File: config.mk
export PLATFORM = sky130hd
export DESIGN_NAME = ellipsoid_voxel_relabel_top
export DESIGN_NICKNAME = d
export VERILOG_FILES = /design/src/design/evr_pkg.sv /design/src/design/evr_mul.sv /design/src/design/ellipsoid_voxel_relabel_top.sv
export SDC_FILE = /design/constraint.sdc
export NUM_CORES = 2
export LEC_CHECK = 0
export ABC_AREA = 1
export BUFFER_PORTS_ARGS = -buffer_cell sky130_fd_sc_hd__buf_2
export CORE_ASPECT_RATIO = 0.5
export CORE_MARGIN = 5
export CORE_UTILIZATION = 60
export DETAILED_ROUTE_END_ITERATION = 8
export MAX_ROUTING_LAYER = met4
export PLACE_DENSITY_LB_ADDON = 0.2
export SYNTH_ARGS = -nofsm -noshare
export SYNTH_HDL_FRONTEND = slang
export SYNTH_HIERARCHICAL = 1
export SYNTH_SLANG_ARGS = --single-unit
File: constraint.sdc
create_clock -name clock -period 15.4 [get_ports clock]
set_input_delay 0.77 -clock clock [delete_from_list [all_inputs] [get_ports clock]]
set_output_delay 0.77 -clock clock [all_outputs]
set_load 0.005 [all_outputs]
File: src/design/evr_pkg.sv
// shared types, constants and helpers for the ellipsoid voxel relabel block
package evr_pkg;

   // field widths
   localparam int COORD_W = 9;
   localparam int LABEL_W = 8;
   localparam int SQ_W    = 2 * COORD_W;   // one squared coordinate or axis
   localparam int MUL_W   = SQ_W;          // shared multiplier operand width
   localparam int PROD_W  = 2 * MUL_W;
   localparam int ACC_W   = 56;            // sum of three 54-bit terms
   localparam int RHS_W   = 3 * SQ_W;      // a^2 * b^2 * c^2

   // grid extent along every axis
   localparam int GRID_SIZE = 512;

   // relabel target and eligible label set {1,2,3,4,6,9,10,11,12,14}
   localparam logic [LABEL_W-1:0] NEW_LABEL     = 8'd46;
   localparam logic [15:0]        ELIGIBLE_MASK = 16'h5E5E;

   // configuration register indexes
   localparam int CSR_ADDR_W = 3;
   typedef enum logic [CSR_ADDR_W-1:0] {
      CSR_CENTER_X    = 3'd0,
      CSR_CENTER_Y    = 3'd1,
      CSR_CENTER_Z    = 3'd2,
      CSR_SEMI_AXIS_X = 3'd3,
      CSR_SEMI_AXIS_Y = 3'd4,
      CSR_SEMI_AXIS_Z = 3'd5
   } csr_addr_type;

   typedef logic [COORD_W-1:0] coord_type;
   typedef logic [MUL_W-1:0]   mul_op_type;
   typedef logic [PROD_W-1:0]  prod_type;

   // label is eligible when it is below 16 and its bit is set in the mask
   function automatic logic label_eligible(input logic [LABEL_W-1:0] label);
      logic res;
      res = 1'b0;
      if (label[LABEL_W-1:4] == '0) begin
         res = ELIGIBLE_MASK[label[3:0]];
      end
      return res;
   endfunction

   // absolute difference of two coordinates
   function automatic coord_type abs_diff(input coord_type p, input coord_type q);
      coord_type d;
      d = (p >= q) ? (p - q) : (q - p);
      return d;
   endfunction

endpackage

File: src/design/evr_mul.sv
// shared unsigned multiplier with a registered product
module evr_mul (
   input  logic               clock,
   input  evr_pkg::mul_op_type op_a,
   input  evr_pkg::mul_op_type op_b,
   output evr_pkg::prod_type   prod
);
   import evr_pkg::*;

   prod_type prod_ff;
   prod_type prod_in;

   // one full-width product per cycle
   assign prod_in = PROD_W'(op_a) * PROD_W'(op_b);

   always_ff @(posedge clock) begin
      prod_ff <= prod_in;
   end

   assign prod = prod_ff;

endmodule

File: src/design/ellipsoid_voxel_relabel_top.sv
// ellipsoid voxel relabel: point-in-ellipsoid test over a shared multiplier
//
//   channel  direction  bus                          meaning
//   req      in         tvalid/tready/tdata[39:0]    voxel and its current label
//   rsp      out        tvalid/tready/tdata[63:0]    new label and bounding box
//                       tuser[0]                     relabeled flag
//   csr      in         we/addr[2:0]/wdata[8:0]      ellipsoid center and semi-axes
//
// each voxel runs 17 products through the single 18x18 multiplier, then one
// flush, one compare and one result load; the next voxel is accepted only once
// the result load of the last one is done and the sequencer is back in idle.
// req_tready is high only while the sequencer is idle; a result waiting in the
// output register does not block acceptance of the next voxel, but the result
// load of that voxel waits until the output register is free.
// reset is synchronous: the box reads empty (min 511, max 0), center 0, axes 1.
module ellipsoid_voxel_relabel_top (
   input  logic        clock,
   input  logic        reset,
   // req: x [8:0], y [17:9], z [26:18], current_label [34:27]
   input  logic        req_tvalid,
   output logic        req_tready,
   input  logic [39:0] req_tdata,
   // rsp: new_label [7:0], min_x [16:8], max_x [25:17], min_y [34:26],
   //      max_y [43:35], min_z [52:44], max_z [61:53]
   output logic        rsp_tvalid,
   input  logic        rsp_tready,
   output logic [63:0] rsp_tdata,
   // rsp user: relabeled [0]
   output logic [0:0]  rsp_tuser,
   input  logic        csr_we,
   input  logic [evr_pkg::CSR_ADDR_W-1:0] csr_addr,
   input  logic [evr_pkg::COORD_W-1:0]    csr_wdata
);
   import evr_pkg::*;

   typedef enum logic [1:0] {
      IDLE,
      RUN,
      DONE
   } state_type;

   // multiplier schedule: one product issued per step, then a flush and a compare step
   typedef enum logic [4:0] {
      SQ_A, SQ_B, SQ_C, SQ_DX, SQ_DY, SQ_DZ,
      SQ_BC, SQ_AC, SQ_AB,
      SQ_XL, SQ_XH, SQ_YL, SQ_YH, SQ_ZL, SQ_ZH,
      SQ_RL, SQ_RH, SQ_FLUSH, SQ_CMP
   } step_type;

   state_type state_ff;
   step_type  step_ff;

   // configuration
   coord_type center_x_ff, center_y_ff, center_z_ff;
   coord_type axis_x_ff, axis_y_ff, axis_z_ff;

   // accepted voxel
   coord_type           vx_ff, vy_ff, vz_ff;
   logic [LABEL_W-1:0]  label_ff;

   // intermediate products
   logic [SQ_W-1:0]     a2_ff, b2_ff, c2_ff, dx2_ff, dy2_ff, dz2_ff;
   prod_type            bc_ff, ac_ff, ab_ff;
   logic [ACC_W-1:0]    acc_ff;
   logic [RHS_W-1:0]    rhs_ff;
   logic                hit_ff;

   // running bounding box
   coord_type box_min_x_ff, box_max_x_ff, box_min_y_ff;
   coord_type box_max_y_ff, box_min_z_ff, box_max_z_ff;
   coord_type box_min_x_in, box_max_x_in, box_min_y_in;
   coord_type box_max_y_in, box_min_z_in, box_max_z_in;

   // output register
   logic               rsp_valid_ff;
   logic [LABEL_W-1:0] rsp_label_ff;
   logic               rsp_flag_ff;
   coord_type rsp_min_x_ff, rsp_max_x_ff, rsp_min_y_ff;
   coord_type rsp_max_y_ff, rsp_min_z_ff, rsp_max_z_ff;

   mul_op_type op_a, op_b;
   prod_type   prod;
   logic       req_fire;
   logic       slot_free;
   logic       in_grid;
   logic       hit_in;

   assign req_tready = (state_ff == IDLE);
   assign req_fire   = req_tvalid && req_tready;
   assign slot_free  = !rsp_valid_ff || rsp_tready;

   // operand select for the shared multiplier
   always_comb begin
      op_a = '0;
      op_b = '0;
      case (step_ff)
         SQ_A: begin
            op_a = MUL_W'(axis_x_ff);
            op_b = MUL_W'(axis_x_ff);
         end
         SQ_B: begin
            op_a = MUL_W'(axis_y_ff);
            op_b = MUL_W'(axis_y_ff);
         end
         SQ_C: begin
            op_a = MUL_W'(axis_z_ff);
            op_b = MUL_W'(axis_z_ff);
         end
         SQ_DX: begin
            op_a = MUL_W'(abs_diff(vx_ff, center_x_ff));
            op_b = MUL_W'(abs_diff(vx_ff, center_x_ff));
         end
         SQ_DY: begin
            op_a = MUL_W'(abs_diff(vy_ff, center_y_ff));
            op_b = MUL_W'(abs_diff(vy_ff, center_y_ff));
         end
         SQ_DZ: begin
            op_a = MUL_W'(abs_diff(vz_ff, center_z_ff));
            op_b = MUL_W'(abs_diff(vz_ff, center_z_ff));
         end
         SQ_BC: begin
            op_a = b2_ff;
            op_b = c2_ff;
         end
         SQ_AC: begin
            op_a = a2_ff;
            op_b = c2_ff;
         end
         SQ_AB: begin
            op_a = a2_ff;
            op_b = b2_ff;
         end
         SQ_XL: begin
            op_a = dx2_ff;
            op_b = bc_ff[MUL_W-1:0];
         end
         SQ_XH: begin
            op_a = dx2_ff;
            op_b = bc_ff[PROD_W-1:MUL_W];
         end
         SQ_YL: begin
            op_a = dy2_ff;
            op_b = ac_ff[MUL_W-1:0];
         end
         SQ_YH: begin
            op_a = dy2_ff;
            op_b = ac_ff[PROD_W-1:MUL_W];
         end
         SQ_ZL: begin
            op_a = dz2_ff;
            op_b = ab_ff[MUL_W-1:0];
         end
         SQ_ZH: begin
            op_a = dz2_ff;
            op_b = ab_ff[PROD_W-1:MUL_W];
         end
         SQ_RL: begin
            op_a = a2_ff;
            op_b = bc_ff[MUL_W-1:0];
         end
         SQ_RH: begin
            op_a = a2_ff;
            op_b = bc_ff[PROD_W-1:MUL_W];
         end
         default: begin
            op_a = '0;
            op_b = '0;
         end
      endcase
   end

   evr_mul u_mul (
      .clock (clock),
      .op_a  (op_a),
      .op_b  (op_b),
      .prod  (prod)
   );

   // voxel eligibility and the final inside test
   assign in_grid = (32'(vx_ff) < GRID_SIZE) && (32'(vy_ff) < GRID_SIZE)
                 && (32'(vz_ff) < GRID_SIZE);
   assign hit_in  = in_grid && label_eligible(label_ff)
                 && (acc_ff <= ACC_W'(rhs_ff));

   // box widened by the voxel when it is relabeled
   always_comb begin
      box_min_x_in = box_min_x_ff;
      box_max_x_in = box_max_x_ff;
      box_min_y_in = box_min_y_ff;
      box_max_y_in = box_max_y_ff;
      box_min_z_in = box_min_z_ff;
      box_max_z_in = box_max_z_ff;
      if (hit_ff) begin
         if (vx_ff < box_min_x_ff) box_min_x_in = vx_ff;
         if (vx_ff > box_max_x_ff) box_max_x_in = vx_ff;
         if (vy_ff < box_min_y_ff) box_min_y_in = vy_ff;
         if (vy_ff > box_max_y_ff) box_max_y_in = vy_ff;
         if (vz_ff < box_min_z_ff) box_min_z_in = vz_ff;
         if (vz_ff > box_max_z_ff) box_max_z_in = vz_ff;
      end
   end

   // configuration writes
   always_ff @(posedge clock) begin
      if (reset) begin
         center_x_ff <= '0;
         center_y_ff <= '0;
         center_z_ff <= '0;
         axis_x_ff   <= COORD_W'(1);
         axis_y_ff   <= COORD_W'(1);
         axis_z_ff   <= COORD_W'(1);
      end else if (csr_we) begin
         case (csr_addr)
            CSR_CENTER_X:    center_x_ff <= csr_wdata;
            CSR_CENTER_Y:    center_y_ff <= csr_wdata;
            CSR_CENTER_Z:    center_z_ff <= csr_wdata;
            CSR_SEMI_AXIS_X: axis_x_ff   <= csr_wdata;
            CSR_SEMI_AXIS_Y: axis_y_ff   <= csr_wdata;
            CSR_SEMI_AXIS_Z: axis_z_ff   <= csr_wdata;
            default: ;
         endcase
      end
   end

   // product write-back, in the step after the issue
   always_ff @(posedge clock) begin
      if (state_ff == RUN) begin
         case (step_ff)
            SQ_B:     a2_ff  <= prod[SQ_W-1:0];
            SQ_C:     b2_ff  <= prod[SQ_W-1:0];
            SQ_DX:    c2_ff  <= prod[SQ_W-1:0];
            SQ_DY:    dx2_ff <= prod[SQ_W-1:0];
            SQ_DZ:    dy2_ff <= prod[SQ_W-1:0];
            SQ_BC:    dz2_ff <= prod[SQ_W-1:0];
            SQ_AC:    bc_ff  <= prod;
            SQ_AB:    ac_ff  <= prod;
            SQ_XL:    ab_ff  <= prod;
            SQ_XH:    acc_ff <= ACC_W'(prod);
            SQ_YL,
            SQ_ZL,
            SQ_RL:    acc_ff <= acc_ff + ACC_W'({prod, {MUL_W{1'b0}}});
            SQ_YH,
            SQ_ZH:    acc_ff <= acc_ff + ACC_W'(prod);
            SQ_RH:    rhs_ff <= RHS_W'(prod);
            SQ_FLUSH: rhs_ff <= rhs_ff + RHS_W'({prod, {MUL_W{1'b0}}});
            SQ_CMP:   hit_ff <= hit_in;
            default: ;
         endcase
      end
   end

   // sequencer, accepted voxel, box and output register
   always_ff @(posedge clock) begin
      if (reset) begin
         state_ff     <= IDLE;
         step_ff      <= SQ_A;
         rsp_valid_ff <= 1'b0;
         box_min_x_ff <= '1;
         box_min_y_ff <= '1;
         box_min_z_ff <= '1;
         box_max_x_ff <= '0;
         box_max_y_ff <= '0;
         box_max_z_ff <= '0;
      end else begin
         // the result load below takes over the output register in its own cycle
         if (rsp_valid_ff && rsp_tready && state_ff != DONE) begin
            rsp_valid_ff <= 1'b0;
         end
         case (state_ff)
            IDLE: begin
               if (req_fire) begin
                  vx_ff    <= req_tdata[8:0];
                  vy_ff    <= req_tdata[17:9];
                  vz_ff    <= req_tdata[26:18];
                  label_ff <= req_tdata[34:27];
                  step_ff  <= SQ_A;
                  state_ff <= RUN;
               end
            end
            RUN: begin
               if (step_ff == SQ_CMP) begin
                  state_ff <= DONE;
               end else begin
                  step_ff <= step_type'(step_ff + 5'd1);
               end
            end
            DONE: begin
               // load the result once the output register is free
               if (slot_free) begin
                  box_min_x_ff <= box_min_x_in;
                  box_max_x_ff <= box_max_x_in;
                  box_min_y_ff <= box_min_y_in;
                  box_max_y_ff <= box_max_y_in;
                  box_min_z_ff <= box_min_z_in;
                  box_max_z_ff <= box_max_z_in;
                  rsp_label_ff <= hit_ff ? NEW_LABEL : label_ff;
                  rsp_flag_ff  <= hit_ff;
                  rsp_min_x_ff <= box_min_x_in;
                  rsp_max_x_ff <= box_max_x_in;
                  rsp_min_y_ff <= box_min_y_in;
                  rsp_max_y_ff <= box_max_y_in;
                  rsp_min_z_ff <= box_min_z_in;
                  rsp_max_z_ff <= box_max_z_in;
                  rsp_valid_ff <= 1'b1;
                  step_ff      <= SQ_A;
                  state_ff     <= IDLE;
               end
            end
            default: state_ff <= IDLE;
         endcase
      end
   end

   assign rsp_tvalid = rsp_valid_ff;
   assign rsp_tuser  = rsp_flag_ff;
   assign rsp_tdata  = {2'b00, rsp_max_z_ff, rsp_min_z_ff, rsp_max_y_ff, rsp_min_y_ff,
                        rsp_max_x_ff, rsp_min_x_ff, rsp_label_ff};

   // a relabeled result always carries the new label
   assert property (@(posedge clock) disable iff (reset)
      rsp_tvalid && rsp_tuser[0] |-> rsp_tdata[7:0] == NEW_LABEL)
      else $error("relabeled result without the new label");

   // a relabeled result always reports a non-empty box
   assert property (@(posedge clock) disable iff (reset)
      rsp_tvalid && rsp_tuser[0] |-> rsp_tdata[16:8] <= rsp_tdata[25:17]
         && rsp_tdata[34:26] <= rsp_tdata[43:35] && rsp_tdata[52:44] <= rsp_tdata[61:53])
      else $error("relabeled result with an empty box");

   // the sequencer stays busy after taking a voxel
   assert property (@(posedge clock) disable iff (reset)
      req_tvalid && req_tready |=> !req_tready)
      else $error("voxel accepted while a voxel is in work");

   // a new result appears only out of the result-load state
   assert property (@(posedge clock) disable iff (reset)
      $rose(rsp_tvalid) |-> $past(state_ff) == DONE)
      else $error("result raised outside the load step");

endmodule
==> reports/qor_table.md <==
| Stage | Metric | This run |
| --- | --- | --- |
| global routing | First-pass GRT wire length | 227.8 mm |
| run status | Run status | completed |
| timing | Final setup vio count | 0 |
| synthesis | Synth area leader | edfxtp_1 |
| worst setup path | Peak per-stage delay on the critical path | 0.86 ns |
| worst hold path | Worst min-delay path class | in2reg |
| power | Net switching power figure | 1457 uW |
| clock network | TritonCTS clock tree | done |
| synthesis | Number of warnings printed during yosys synthesis | 6 |
| placement | Global placement routability congestion | 1.035 |
| global routing | Number of global-route vias before repair | 40840 |
| clock network | Clock transition at the registers of the reported paths | 0.08 ns |
| synthesis | Syn Std Cell Area | 47860 sq um |
| worst setup path | Element type at the critical path end | flip-flop |
| placement | Worst setup timing slack at the placement stage | 6.698 ns |
| routing | WL final | 146.6 mm |
| routing | Vias post-DR | 42390 |
| synthesis | Number of flops mapped to enable cells by yosys | 425 |
| power | Share of power burned in the clock network | 33.9% |
| routing | Total iterations of the first detailed-routing run | 7 |
| finish | Number of fill cells | 6897 |
| timing | PnR worst setup slack | 6.422 ns |
| synthesis | Post-Synthesis Cells | 6377 |
| routing | Vias/cell | 5.615 |
| floorplan | Horizontal extent of the die | 409.4 um |
| power | Internal power | 2815 uW |
| routing | DR iter-0 viols | 4297 |
| timing | Transition time at the pin with the least slew margin | 1.263 ns |
| power | Leakage Power | 0.02655 uW |
| clock network | Number of buffers added by the clock tree synthesis step | 54 |
| clock network | Clk root buf | clkbuf_16 |
| placement | Number of cells in the design after placement | 7446 |
| timing | Relative slew slack | 15.54% |
| floorplan | Die extent in y | 209.7 um |
| finish | Multi-input logic area | 26700 sq um |
| global routing | Overall routing resource usage | 34.74% |
| power | Combinational share of power | 23.6% |
| worst setup path | Most frequent cell on the critical path | nand2_1 |
| synthesis | Async set-reset flop share out of synthesis | 0% |
| finish | Total area of sequential cells | 15830 sq um |
| floorplan | Initial core utilization | 60.37% |
| timing | RSZ-0062 raised after global routing | no |
| timing | Final Max Tran Viols | 0 |
| power | Worst VDD drop | 0.00008805 V |
| finish | Area Growth Syn to Fin | 7.602% |
| power | Portion of total power attributed to sequential cells | 42.5% |
| synthesis | Ranking of synthesized cells by area | edfxtp_1, nand2_1, fa_1 |
| floorplan | Core outline area | 79280 sq um |
| clock network | Max Buffers Root-to-Sink | 3 |
| routing | Average wire per cell in the routed design | 19.42 um |
| global routing | Antenna violations before repair | 3 |
| power | Power density normalized to cell area | 82.96 nW/um^2 |
| floorplan | Area of the die | 85870 sq um |
| timing | Worst Skew | 0.05251 ns |
| routing | Antenna viol nets, final | 0 |
| timing | Tcrit/Tclk final | 58.30% |
| synthesis | Cell with the most instances after synthesis | nand2_1 |
| worst setup path | Worst Path Arrival | 9.52 ns |
| worst setup path | Highest fanout seen on the critical path | 18 |
| synthesis | Fraction of synthesized cell area taken by the top area cell type | 26.66% |
| timing | Minimum clock period after layout | 8.978 ns |
| clock network | Clk sink count | 578 |
| synthesis | Number of distinct library cells after synthesis | 58 |
| clock network | Clk_lat worst skew | 0.68 ns |
| worst setup path | Endpoint required time on the critical path | 15.94 ns |
| floorplan | Placement Rows | 73 |
| finish | Final non-filler cell total | 7550 |
| finish | Share of final-layout standard cells stronger than drive strength 1 | 5.402% |
| finish | Final core utilization | 64.96% |
| worst setup path | Worst Setup Start Kind | flip-flop |
| timing | Accumulated negative setup slack | 0 ns |
| clock network | Number of buffers inserted for hold repair after clock tree synthesis | 0 |
| global routing | GR Overflow Total | 0 |
| finish | Post-layout net count | 7152 |
| worst setup path | Library cell contributing the largest single delay on the critical path | nand4_1 |
| power | Switching share of total power | 34.11% |
| timing | Maximum clock rate | 111.4 MHz |
| synthesis | Sequential share of the synthesized area | 33.06% |
| timing | Hold violation count in the final report | 0 |
| routing | Remaining design rule violation count | 0 |
| clock network | Post_cts resized | 0 |
| global routing | Maximum number of pins on one net before global-route repair | 64 |
| synthesis | Number of synthesized register bits | 578 |
| synthesis | Most used standard cells in the synthesized netlist | nand2_1, inv_1, nor2_1 |
| placement | Placed inst area | 49630 sq um |
| placement | Detailed placer's ending HPWL | 112.0 mm |
| clock network | Number of levels in the clock H-tree | 2 |
| worst setup path | Category of the most critical setup path | reg2reg |
| finish | Post-route cell area | 51500 sq um |
| placement | # port buffers | 116 |
| floorplan | Total I/O pin count | 124 |
| synthesis | Most used flip-flop cell after synthesis | edfxtp_1 |
| clock network | Setup repair bufs after CTS | 0 |
| job | Number of max-cap violations | 0 |
| synthesis | Syn_area_per_cell | 7.506 sq um |
==> layout by cell type (no fill, tap or decap), drive strengths merged, types with 8 or more instances in the layout <==
cell	synthesis	layout
o21ai	262	262
a31oi	10	10
nand3b	20	20
a21boi	9	9
edfxtp	425	425
o21bai	27	27
ha	378	378
a21oi	379	379
clkbuf	111	59
nand2	1916	1916
or2	28	28
nand4	69	69
nor2	478	478
buf	43	172
clkinv	2	23
o21a	17	17
xor2	41	41
a221oi	17	17
o22ai	8	8
nor3	41	41
xnor2	16	16
dfxtp	153	153
nand3	332	332
a22oi	10	10
inv	1273	1281
fa	265	265
==> logic make-up (layout without fill, tap and decap cells) <==
| logic type | after synthesis | count (layout) | synth area share (%) |
|---|---|---|---|
| and+or+nand+nor | 2901 | 2901 | 24.80 |
| other | 1 | 5 | 0.007835 |
| buffers and inverters | 1429 | 1548 | 11.33 |
| DFF | 578 | 578 | 33.06 |
| AOI/OAI and AO/OA | 768 | 768 | 8.783 |
| adders and majority gates | 643 | 643 | 20.96 |
| xor gates and xnor gates | 57 | 57 | 1.043 |
==> routing by layer <==
metal	part of all wire [%]	vias to the layer above	GRT usage, %
met5	0	-	-
met4	3.7	0	11.63
met3	9.4	325	5.998
met2	45	1852	54.34
met1	42	19970	46.33
li1	-	20240	-
==> sequential cells by signal, indices dropped and copies added (netlist names), 18 cells and up, named ones only <==
register    flops
a2_ff          18
ab_ff          36
ac_ff          36
acc_ff         56
b2_ff          18
bc_ff          36
c2_ff          18
dx2_ff         18
dy2_ff         18
dz2_ff         18
rhs_ff         54
u_mul/prod     36
==> power groups by stage <==
| stage | registers (uW) | clock network [uW] | logic (uW) |
|---|---|---|---|
| final | 1820 | 1450 | 1010 |
| after global routing | 1810 | 1540 | 1120 |
| after CTS | 1810 | 1460 | 981 |
| after detailed placement | 1850 | 0 | 972 |
| after global placement | 1840 | 0 | 956 |
| after floorplan | 1800 | 0 | 678 |
==> critical path, delay by kind of cell (launching register included) <==
| kind | cells | cell delay [ns] |
|---|---|---|
| compound gates | 1 | 0.24 |
| buf+inv | 6 | 0.38 |
| fa+ha+maj | 8 | 3.68 |
| flops | 1 | 0.40 |
| simple gates | 14 | 4.10 |
==> through the flow <==
step	power [uW]	hold WS, ns
2_1_floorplan	2482	0.4244
3_3_place_gp	2799	0.4397
3_5_place_dp	2817	0.4463
4_1_cts	4253	0.2463
5_1_grt	4470	0.2515
6_report	4273	0.2756
==> final cells by class <==
type | instances | share of cell area (%)
sequential | 578 | 30.73
clock inverter | 42 | 0.9475
clock buffer | 59 | 2.680
tap | 1050 | 2.551
timing repair buffer | 172 | 1.943
antenna | 3 | 0.01458
inverter | 1275 | 9.297
multi-input combinational | 4371 | 51.84
==> final timing paths <==
kind / from / slack (ns) / depth (start not counted) / end
setup reg to reg: step_ff[0]$_SDFFE_PP0P_ / 6.42 / 29 / u_mul/prod[33]$_DFF_P_
hold / removal: req_tdata[25] / 0.28 / 1 / vz_ff[7]$_DFFE_PP_
setup / recovery: step_ff[0]$_SDFFE_PP0P_ / 6.42 / 29 / u_mul/prod[33]$_DFF_P_
hold reg to reg: axis_x_ff[8]$_SDFFE_PP0P_ / 0.46 / 2 / axis_x_ff[8]$_SDFFE_PP0P_
No activity file was read; power rests on OpenSTA's default activity.
